--- src/rtl/core/aipt_pkg.sv ---
package aipt_pkg;

    // Fixed-point format and datapath widths
    localparam int FRAC_BITS = 16;
    localparam int DW        = 32;
    localparam int BW        = DW + 2;
    localparam int ADJ_W     = 2 * DW + 1;
    localparam int ACC_W     = 128;
    localparam int MCNT_W    = $clog2(BW);
    localparam int DCNT_W    = $clog2(ACC_W);
    localparam int STEP_W    = 5;

    localparam logic [MCNT_W-1:0] MAC_LAST = MCNT_W'(BW - 1);
    localparam logic [DCNT_W-1:0] DIV_LAST = DCNT_W'(ACC_W - 1);

    // Affine tolerance and singular limit
    localparam logic [DW:0] TOL = (DW + 1)'((64'd1 << FRAC_BITS) / 64'd1000000);
    localparam logic [DW:0] ONE_FX = (DW + 1)'(64'd1 << FRAC_BITS);
    localparam logic [ACC_W-1:0] SING_LIM =
        (128'd1 << (3 * FRAC_BITS)) / 128'd1000000000000;

    localparam logic signed [DW-1:0] SAT_MAX = {1'b0, {(DW - 1){1'b1}}};
    localparam logic signed [DW-1:0] SAT_MIN = {1'b1, {(DW - 1){1'b0}}};

    // Item modes
    localparam logic [1:0] MODE_MAT = 2'd0;
    localparam logic [1:0] MODE_PT  = 2'd1;
    localparam logic [1:0] MODE_RUN = 2'd2;

    // Result status codes
    localparam logic [1:0] ST_OK         = 2'd0;
    localparam logic [1:0] ST_NOT_AFFINE = 2'd1;
    localparam logic [1:0] ST_SINGULAR   = 2'd2;
    localparam logic [1:0] ST_OVF        = 2'd3;

    // Cofactor operand indexes: a, b, c, d of a*b - c*d, one nibble each
    localparam logic [15:0] COF_IDX [9] = '{
        16'h5A96, 16'h864A, 16'h4985,
        16'h921A, 16'h0A82, 16'h8109,
        16'h1652, 16'h4206, 16'h0541
    };

    typedef struct packed {
        logic [1:0]             mode;
        logic [3:0]             slot;
        logic signed [DW-1:0]   value;
    } in_item_t;

    typedef struct packed {
        logic signed [DW-1:0]   object_x;
        logic signed [DW-1:0]   object_y;
        logic signed [DW-1:0]   object_z;
        logic [1:0]             status;
    } out_item_t;

    typedef enum logic [3:0] {
        S_IDLE, S_LOADA, S_LOADB, S_MAC, S_POST, S_CHK,
        S_DABS, S_DSET, S_DIV, S_DFIN, S_EMIT
    } state_t;

    typedef enum logic [1:0] {DST_NONE, DST_ADJ, DST_DET, DST_NUM} dst_t;

    typedef struct packed {
        logic       a_adj;
        logic [3:0] a_idx;
        logic       b_t;
        logic [3:0] b_idx;
        logic       neg;
        logic       clr;
        dst_t       dst;
    } step_t;

    // Operand selection for each multiply-accumulate step
    function automatic step_t step_decode(input logic [STEP_W-1:0] k);
        step_t s;
        logic [3:0] c;
        logic [15:0] e;
        s.a_adj = 1'b0;
        s.a_idx = 4'd0;
        s.b_t   = 1'b0;
        s.b_idx = 4'd0;
        s.neg   = 1'b0;
        s.clr   = 1'b0;
        s.dst   = DST_NONE;
        c = k[4:1];
        e = 16'd0;
        if (k < STEP_W'(18))
        begin
            e = COF_IDX[c];
            if (!k[0])
            begin
                s.a_idx = e[15:12];
                s.b_idx = e[11:8];
                s.clr   = 1'b1;
            end
            else
            begin
                s.a_idx = e[7:4];
                s.b_idx = e[3:0];
                s.neg   = 1'b1;
                s.dst   = DST_ADJ;
            end
        end
        else
        begin
            s.a_adj = 1'b1;
            unique case (k)
                5'd18: begin s.a_idx = 4'd0; s.b_idx = 4'd0; s.clr = 1'b1; end
                5'd19: begin s.a_idx = 4'd3; s.b_idx = 4'd4; end
                5'd20: begin s.a_idx = 4'd6; s.b_idx = 4'd8; s.dst = DST_DET; end
                5'd21: begin s.a_idx = 4'd0; s.b_idx = 4'd12; s.b_t = 1'b1; s.clr = 1'b1; end
                5'd22: begin s.a_idx = 4'd1; s.b_idx = 4'd13; s.b_t = 1'b1; end
                5'd23: begin s.a_idx = 4'd2; s.b_idx = 4'd14; s.b_t = 1'b1; s.dst = DST_NUM; end
                5'd24: begin s.a_idx = 4'd3; s.b_idx = 4'd12; s.b_t = 1'b1; s.clr = 1'b1; end
                5'd25: begin s.a_idx = 4'd4; s.b_idx = 4'd13; s.b_t = 1'b1; end
                5'd26: begin s.a_idx = 4'd5; s.b_idx = 4'd14; s.b_t = 1'b1; s.dst = DST_NUM; end
                5'd27: begin s.a_idx = 4'd6; s.b_idx = 4'd12; s.b_t = 1'b1; s.clr = 1'b1; end
                5'd28: begin s.a_idx = 4'd7; s.b_idx = 4'd13; s.b_t = 1'b1; end
                5'd29: begin s.a_idx = 4'd8; s.b_idx = 4'd14; s.b_t = 1'b1; s.dst = DST_NUM; end
                default: s.a_adj = 1'b1;
            endcase
        end
        return s;
    endfunction

endpackage

--- src/rtl/core/affine_inverse_point_transform.sv ---
// Affine inverse point transform. Load items (matrix element or point
// coordinate) are taken in the idle state and may be accepted while a
// result still waits at the output. A compute item runs 30 products through
// a bit-serial multiply-accumulate unit (operand A load, operand B load,
// multiply and store steps each), then for each axis a bit-serial restoring
// divider. A non-affine matrix skips all steps; a singular one stops at the
// determinant check. No new item is accepted until the result is registered.
module affine_inverse_point_transform (
    input  logic                 clk,
    input  logic                 rst_n,
    input  logic                 in_valid,
    output logic                 in_ready,
    input  aipt_pkg::in_item_t   in_data,
    output logic                 out_valid,
    input  logic                 out_ready,
    output aipt_pkg::out_item_t  out_data
);
    import aipt_pkg::*;

    state_t                    state_reg, state_next;
    logic signed [DW-1:0]      mat_reg [16];
    logic signed [DW-1:0]      pt_reg [3];
    logic signed [ADJ_W-1:0]   adj_reg [9];
    logic signed [ACC_W-1:0]   acc_reg, a_reg, det_reg;
    logic [ACC_W-1:0]          mdet_reg, rem_reg;
    logic signed [BW-1:0]      b_reg;
    logic [MCNT_W-1:0]         mcnt_reg;
    logic [DCNT_W-1:0]         dcnt_reg;
    logic [STEP_W-1:0]         step_reg;
    logic [1:0]                axis_reg;
    logic [DW:0]               q_reg;
    logic                      big_reg, neg_reg;
    logic signed [DW-1:0]      res_reg [3];
    logic [1:0]                stat_reg;
    out_item_t                 out_reg;
    logic                      out_valid_reg;

    step_t                     cur;
    logic                      accept, run_acc, emit_go;
    logic                      not_affine, singular;
    logic signed [DW:0]        d15;
    logic [DW:0]               mag3, mag7, mag11, mag15;
    logic                      mbit, msub;
    logic signed [ACC_W-1:0]   addend, acc_mac;
    logic [ACC_W-1:0]          det_abs, rem_sh, dvs, rem_new;
    logic                      ge;
    logic signed [DW:0]        tval;
    logic                      sat_big;
    logic signed [DW-1:0]      sat_val;

    assign cur     = step_decode(step_reg);
    assign accept  = in_valid & in_ready;
    assign run_acc = accept && (in_data.mode == MODE_RUN);
    assign emit_go = (state_reg == S_EMIT) && (!out_valid_reg || out_ready);

    // Affine test on the bottom row
    always_comb
    begin
        d15   = {mat_reg[15][DW-1], mat_reg[15]} - $signed(ONE_FX);
        mag3  = mat_reg[3][DW-1]  ? -{mat_reg[3][DW-1], mat_reg[3]}
                                  : {mat_reg[3][DW-1], mat_reg[3]};
        mag7  = mat_reg[7][DW-1]  ? -{mat_reg[7][DW-1], mat_reg[7]}
                                  : {mat_reg[7][DW-1], mat_reg[7]};
        mag11 = mat_reg[11][DW-1] ? -{mat_reg[11][DW-1], mat_reg[11]}
                                  : {mat_reg[11][DW-1], mat_reg[11]};
        mag15 = d15[DW] ? -d15 : d15;
        not_affine = (mag3 > TOL) || (mag7 > TOL) || (mag11 > TOL) || (mag15 > TOL);
    end

    // Bit-serial multiply-accumulate, sign bit of the multiplier weighs negative
    always_comb
    begin
        mbit    = b_reg[0];
        msub    = cur.neg ^ (mcnt_reg == MAC_LAST);
        addend  = mbit ? (a_reg ^ {ACC_W{msub}}) : '0;
        acc_mac = acc_reg + addend + ACC_W'(mbit & msub);
    end

    // Determinant magnitude and singular test
    assign det_abs  = det_reg[ACC_W-1] ? -det_reg : det_reg;
    assign singular = det_abs <= SING_LIM;

    // Restoring division step
    always_comb
    begin
        rem_sh  = {rem_reg[ACC_W-2:0], acc_reg[ACC_W-1]};
        dvs     = {mdet_reg[ACC_W-2:0], 1'b0};
        ge      = rem_sh >= dvs;
        rem_new = ge ? (rem_sh - dvs) : rem_sh;
    end

    // Translated coordinate for the numerator products
    assign tval = {pt_reg[cur.b_idx[1:0]][DW-1], pt_reg[cur.b_idx[1:0]]}
                - {mat_reg[cur.b_idx][DW-1], mat_reg[cur.b_idx]};

    // Saturate the quotient magnitude and apply the sign
    always_comb
    begin
        if (neg_reg)
        begin
            sat_big = big_reg | q_reg[DW] | (q_reg[DW-1] & (|q_reg[DW-2:0]));
            sat_val = sat_big ? SAT_MIN : -$signed(q_reg[DW-1:0]);
        end
        else
        begin
            sat_big = big_reg | q_reg[DW] | q_reg[DW-1];
            sat_val = sat_big ? SAT_MAX : $signed(q_reg[DW-1:0]);
        end
    end

    // Next state and handshake outputs
    always_comb
    begin
        state_next = state_reg;
        in_ready   = (state_reg == S_IDLE);
        unique case (state_reg)
            S_IDLE:  if (run_acc) state_next = not_affine ? S_EMIT : S_LOADA;
            S_LOADA: state_next = S_LOADB;
            S_LOADB: state_next = S_MAC;
            S_MAC:   if (mcnt_reg == MAC_LAST) state_next = S_POST;
            S_POST:
            begin
                priority if (cur.dst == DST_DET) state_next = S_CHK;
                else if (cur.dst == DST_NUM)    state_next = S_DABS;
                else                            state_next = S_LOADA;
            end
            S_CHK:   state_next = singular ? S_EMIT : S_LOADA;
            S_DABS:  state_next = S_DSET;
            S_DSET:  state_next = S_DIV;
            S_DIV:   if (dcnt_reg == DIV_LAST) state_next = S_DFIN;
            S_DFIN:  state_next = (axis_reg == 2'd2) ? S_EMIT : S_LOADA;
            S_EMIT:  if (emit_go) state_next = S_IDLE;
            default: state_next = S_IDLE;
        endcase
    end

    always_ff @(posedge clk or negedge rst_n)
    begin
        if (!rst_n)
            state_reg <= S_IDLE;
        else
            state_reg <= state_next;
    end

    // Control state and stored matrix and point
    always_ff @(posedge clk or negedge rst_n)
    begin
        if (!rst_n)
        begin
            for (int i = 0; i < 16; i++) mat_reg[i] <= '0;
            for (int i = 0; i < 3; i++) pt_reg[i] <= '0;
            out_valid_reg <= 1'b0;
            step_reg      <= '0;
            axis_reg      <= '0;
            mcnt_reg      <= '0;
            dcnt_reg      <= '0;
            stat_reg      <= ST_OK;
        end
        else
        begin
            if (accept && in_data.mode == MODE_MAT)
                mat_reg[in_data.slot] <= in_data.value;
            if (accept && in_data.mode == MODE_PT && in_data.slot < 4'd3)
                pt_reg[in_data.slot[1:0]] <= in_data.value;
            out_valid_reg <= emit_go | (out_valid_reg & ~out_ready);
            unique case (state_reg)
                S_IDLE:
                begin
                    if (run_acc)
                    begin
                        step_reg <= '0;
                        axis_reg <= '0;
                        stat_reg <= not_affine ? ST_NOT_AFFINE : ST_OK;
                    end
                end
                S_LOADB: mcnt_reg <= '0;
                S_MAC:   mcnt_reg <= mcnt_reg + 1'b1;
                S_POST:  step_reg <= step_reg + 1'b1;
                S_CHK:   if (singular) stat_reg <= ST_SINGULAR;
                S_DSET:  dcnt_reg <= '0;
                S_DIV:   dcnt_reg <= dcnt_reg + 1'b1;
                S_DFIN:
                begin
                    axis_reg <= axis_reg + 1'b1;
                    if (sat_big) stat_reg <= ST_OVF;
                end
                default: ;
            endcase
        end
    end

    // Datapath: operands, accumulator, divider and results
    always_ff @(posedge clk)
    begin
        unique case (state_reg)
            S_IDLE:
            begin
                if (run_acc)
                    for (int i = 0; i < 3; i++) res_reg[i] <= '0;
            end
            S_LOADA:
            begin
                a_reg <= cur.a_adj ? ACC_W'(adj_reg[cur.a_idx]) : ACC_W'(mat_reg[cur.a_idx]);
                if (cur.clr) acc_reg <= '0;
            end
            S_LOADB: b_reg <= cur.b_t ? BW'(tval) : BW'(mat_reg[cur.b_idx]);
            S_MAC:
            begin
                acc_reg <= acc_mac;
                a_reg   <= a_reg <<< 1;
                b_reg   <= b_reg >>> 1;
            end
            S_POST:
            begin
                if (cur.dst == DST_ADJ) adj_reg[step_reg[4:1]] <= acc_reg[ADJ_W-1:0];
                if (cur.dst == DST_DET) det_reg <= acc_reg;
            end
            S_CHK: mdet_reg <= det_abs;
            S_DABS:
            begin
                neg_reg <= acc_reg[ACC_W-1] ^ det_reg[ACC_W-1];
                acc_reg <= acc_reg[ACC_W-1] ? -acc_reg : acc_reg;
            end
            S_DSET:
            begin
                acc_reg <= (acc_reg <<< (FRAC_BITS + 1)) + $signed(mdet_reg);
                rem_reg <= '0;
                q_reg   <= '0;
                big_reg <= 1'b0;
            end
            S_DIV:
            begin
                rem_reg <= rem_new;
                acc_reg <= acc_reg <<< 1;
                q_reg   <= {q_reg[DW-1:0], ge};
                big_reg <= big_reg | q_reg[DW];
            end
            S_DFIN: res_reg[axis_reg] <= sat_val;
            S_EMIT:
            begin
                if (emit_go)
                begin
                    out_reg.object_x <= res_reg[0];
                    out_reg.object_y <= res_reg[1];
                    out_reg.object_z <= res_reg[2];
                    out_reg.status   <= stat_reg;
                end
            end
            default: ;
        endcase
    end

    assign out_valid = out_valid_reg;
    assign out_data  = out_reg;

    // Checks
    a_mac_count: assert property (@(posedge clk) disable iff (!rst_n)
        (state_reg == S_MAC) |-> (mcnt_reg <= MAC_LAST))
        else $error("mac bit counter past last bit");

    a_run_blocks: assert property (@(posedge clk) disable iff (!rst_n)
        run_acc |=> !in_ready)
        else $error("input accepted during compute");

    a_emit_src: assert property (@(posedge clk) disable iff (!rst_n)
        $rose(out_valid_reg) |-> $past(state_reg == S_EMIT))
        else $error("result raised outside emit");

    a_fail_zero: assert property (@(posedge clk) disable iff (!rst_n)
        (out_valid_reg && (out_reg.status == ST_NOT_AFFINE ||
                           out_reg.status == ST_SINGULAR)) |->
        (out_reg.object_x == '0 && out_reg.object_y == '0 && out_reg.object_z == '0))
        else $error("failed transform with nonzero coordinates");

endmodule
--- config.mk ---
export PLATFORM = sky130hd
export DESIGN_NAME = affine_inverse_point_transform
export DESIGN_NICKNAME = d
export VERILOG_FILES = /design/src/rtl/core/aipt_pkg.sv /design/src/rtl/core/affine_inverse_point_transform.sv
export SDC_FILE = /design/constraint.sdc
export NUM_CORES = 2
export LEC_CHECK = 0
export BUFFER_PORTS_ARGS = -buffer_cell sky130_fd_sc_hd__buf_4
export CAP_MARGIN = 20
export CORE_ASPECT_RATIO = 1.25
export CORE_MARGIN = 4
export CORE_UTILIZATION = 45
export CTS_BUF_LIST = sky130_fd_sc_hd__clkbuf_4 sky130_fd_sc_hd__clkbuf_8
export DETAILED_ROUTE_END_ITERATION = 12
export MAX_ROUTING_LAYER = met4
export REMOVE_ABC_BUFFERS = 1
export SYNTH_ARGS = -nofsm -noshare
export SYNTH_HDL_FRONTEND = slang
export SYNTH_SLANG_ARGS = --single-unit
--- constraint.sdc ---
create_clock -name clk -period 13.5 [get_ports clk]
set_clock_uncertainty 0.1 [all_clocks]
set_input_delay 1.35 -clock clk [delete_from_list [all_inputs] [get_ports clk]]
set_output_delay 1.35 -clock clk [all_outputs]
set_load 0.01 [all_outputs]
==> results.json <==
{
  "n_fill_cell": 25300,
  "gp_congestion": 0.972,
  "yosys-top-cells-area": "edfxtp_1 (36%), dfrtp_1 (13%), mux2_2 (5.8%)",
  "drt-initial-drc-count": 9235,
  "layout_common_cells": "edfxtp_1 (1487), nand2_1 (1388), a21oi_1 (795)",
  "grt_first_pass_wirelength_mm": 655,
  "antenna_left": 0,
  "io-pin-count": 142,
  "setup_ws_ns": 5.11,
  "port_buffers": 141,
  "die_area_sq_mm": 0.288,
  "synthesis.area_sq_mm": 0.126,
  "synth_top_area_frac": 0.356,
  "async_flop_share": 0.299,
  "final_common_cell": "edfxtp_1",
  "fin_nets": 12300,
  "core-area_sq_mm": 0.277,
  "area_growth_pct": 10.2,
  "die_h_microns": 599,
  "ys.flop_type": "edfxtp_1",
  "synth_area_leader_cell": "edfxtp_1",
  "setup.worst_path.end": "acc_reg[124]$_SDFFCE_PN0P_",
  "antenna_found_initial": 18,
  "yosys_warnings": 0,
  "synth_cell_types": 95,
  "initial_core_util": 0.453,
  "finalCriticalPeriod_ns": 8.39,
  "seq_area_sq_mm": 0.0605,
  "ir_worst_vdd_v": 0.0000850,
  "multi_input_area_sq_mm": 0.0615,
  "finalHoldViolations": 0,
  "placementRows": 216,
  "power_density_mw_per_mm2": 95.9,
  "ys_seq_elements": 2122,
  "power.leakage_nw": 56.8,
  "hold_class": "in -> async",
  "ys_seq_area_frac": 0.482,
  "die_x_microns": 480,
  "wl_mm": 449,
  "syn_avg_cell_area_sq_um": 10.6,
  "r2r_setup_slack_ns": 5.11,
  "dp_hpwl_mm": 331,
  "cts.htree.levels": 5,
  "grt_max_degree": 184,
  "endpoint_kind": "register",
  "cp.required_ns": 14.16,
  "path_max_fanout": 86,
  "cts_buffer_depth": 4,
  "grt_pass1_vias": 98200,
  "tns_ns": 0,
  "slew_headroom": 0.222,
  "clk_pin_slew_worst_paths_ns": 0.08,
  "layout-drive-gt1-share": 0.164,
  "r2r_end": "acc_reg[124]$_SDFFCE_PN0P_",
  "slew_violations": 0,
  "grt-ovfl-total": 0,
  "setup_viol": 0,
  "drc_errors": 0,
  "ctsHoldBuffers": 0,
  "rsz0062_at_grt": "no",
  "cp-startpoint": "step_reg[2]$_DFFE_PN0P_",
  "cts_tree": "built",
  "clock_latency_ns": 1.04,
  "worstSetupStartpointType": "register",
  "pre_cts_ws_ns": 5.12,
  "crit_type": "reg -> reg",
  "post_cts_resized": 0,
  "dr.pass1.iters": 9,
  "syn_inst": 11800,
  "wl_per_cell_microns": 28.4,
  "crit_arrival_ns": 9.05,
  "run_status": "complete, no violations",
  "largest_reg_flops": 585,
  "maxCapViolations": 0,
  "viasPerCell": 6.21,
  "worstMarginPinSlew_ns": 1.16,
  "numCtsBuffers": 360,
  "synth_edf_count": 1487,
  "rr_startpoint": "step_reg[2]$_DFFE_PN0P_",
  "cts_sinks": 2122,
  "grt_usage": 0.314,
  "post_cts_buffers": 0,
  "fin_crit_sh": 0.622,
  "cts_root_buf": "clkbuf_8",
  "num_vias": 98200,
  "fmax_mhz": 119,
  "ff2ff_path_depth": 26
}
==> worst min-delay path by stage <==
stage,start,to,slack (ns),cells past startpoint
global route,rst_n,pt_reg[69]$_DFFE_PN0P_,0.23,1
global placement,res_reg[2][1]$_SDFFCE_PN0P_,out_data[3]$_DFFE_PP_,0.30,0
finish,rst_n,pt_reg[68]$_DFFE_PN0P_,0.23,1
detailed placement,res_reg[2][24]$_SDFFCE_PN0P_,out_data[26]$_DFFE_PP_,0.30,0
floorplan,res_reg[2][8]$_SDFFCE_PN0P_,out_data[10]$_DFFE_PP_,0.30,0
CTS,rst_n,pt_reg[2]$_DFFE_PN0P_,0.20,1
==> stage by stage <==
step / instance area (sq um) / instances / total power, W / hold WS, ns / util
floorplan: 123000 / 11100 / 0.00704 / 0.300 / -
global placement: 131000 / 15100 / 0.00712 / 0.302 / 0.471
detailed placement: 131000 / 15100 / 0.00713 / 0.305 / 0.471
CTS: 138000 / 15800 / 0.0134 / 0.197 / 0.499
global route: 138000 / 15800 / 0.0137 / 0.234 / 0.499
finish: 138000 / 15800 / 0.0133 / 0.228 / 0.499
==> layout make-up <==
class	instances	area share
Sequential cell	2122	0.438
Inverter	291	0.00793
Timing Repair Buffer	376	0.0210
Tap cell	3706	0.0335
Antenna cell	8	0.000145
Multi-Input combinational cell	8647	0.444
Clock inverter	153	0.0101
Clock buffer	501	0.0453
==> critical path, cell delays in order, from the launching register on <==
cell	delay (ns)
dfrtp_1	0.55
inv_1	0.24
ha_1	0.33
inv_1	0.11
o21ai_4	0.13
nand2_1	0.11
xnor2_2	0.23
buf_12	0.40
buf_4	0.66
xor2_1	0.19
nand2_1	0.09
fa_1	0.44
inv_1	0.08
fa_1	0.23
a211oi_1	0.11
o21ai_0	0.29
a21bo_2	0.23
nor3_1	0.06
o21ai_0	0.55
o2bb2ai_1	0.49
a21oi_1	0.32
o21ai_0	0.62
a21oi_1	0.31
nor3_1	0.42
a31oi_1	0.14
a41o_1	0.22
a211o_1	0.26
==> report_power, final <==
part | total (W) | switching [W] | internal [W]
clock | 0.00627 | 0.00280 | 0.00347
sequential | 0.00690 | 0 | 0.00690
combinational | 0.0000892 | 0.0000764 | 0.0000128
==> cell families (layout without fill, tap and decap cells) <==
group | after synthesis | count (layout) | synth area share
adders and majority gates | 424 | 424 | 0.0425
xor gates and xnor gates | 730 | 730 | 0.0509
buffers and inverters | 1067 | 1321 | 0.0319
other | 0 | 8 | 0
muxes | 982 | 982 | 0.107
DFF | 2122 | 2122 | 0.482
AOI/OAI and AO/OA | 2982 | 2982 | 0.150
and+or+nand+nor | 3529 | 3529 | 0.135
==> synth_stat cells, drive strengths merged, types with 142 or more instances <==
cell and n:
and2 187, o22ai 144, mux2 649, edfxtp 1487
nand3 175, a31oi 142, xor2 342, a21oi 797
dfrtp 635, inv 289, o21ai 745, nand4 213
a21o 263, nand2 1393, clkbuf 646, xnor2 388
mux4 224, nor3 200, nor2 640, ha 419
==> per-layer routing <==
metal  vias to the layer above  track usage  wire (microns)
met5                         -            -               0
li1                      44500            -               -
met4                         0        0.155           26800
met2                      3669        0.542          227000
met1                     49000        0.360          170000
met3                      1032       0.0386           25100
No activity file was read; power rests on OpenSTA's default activity.
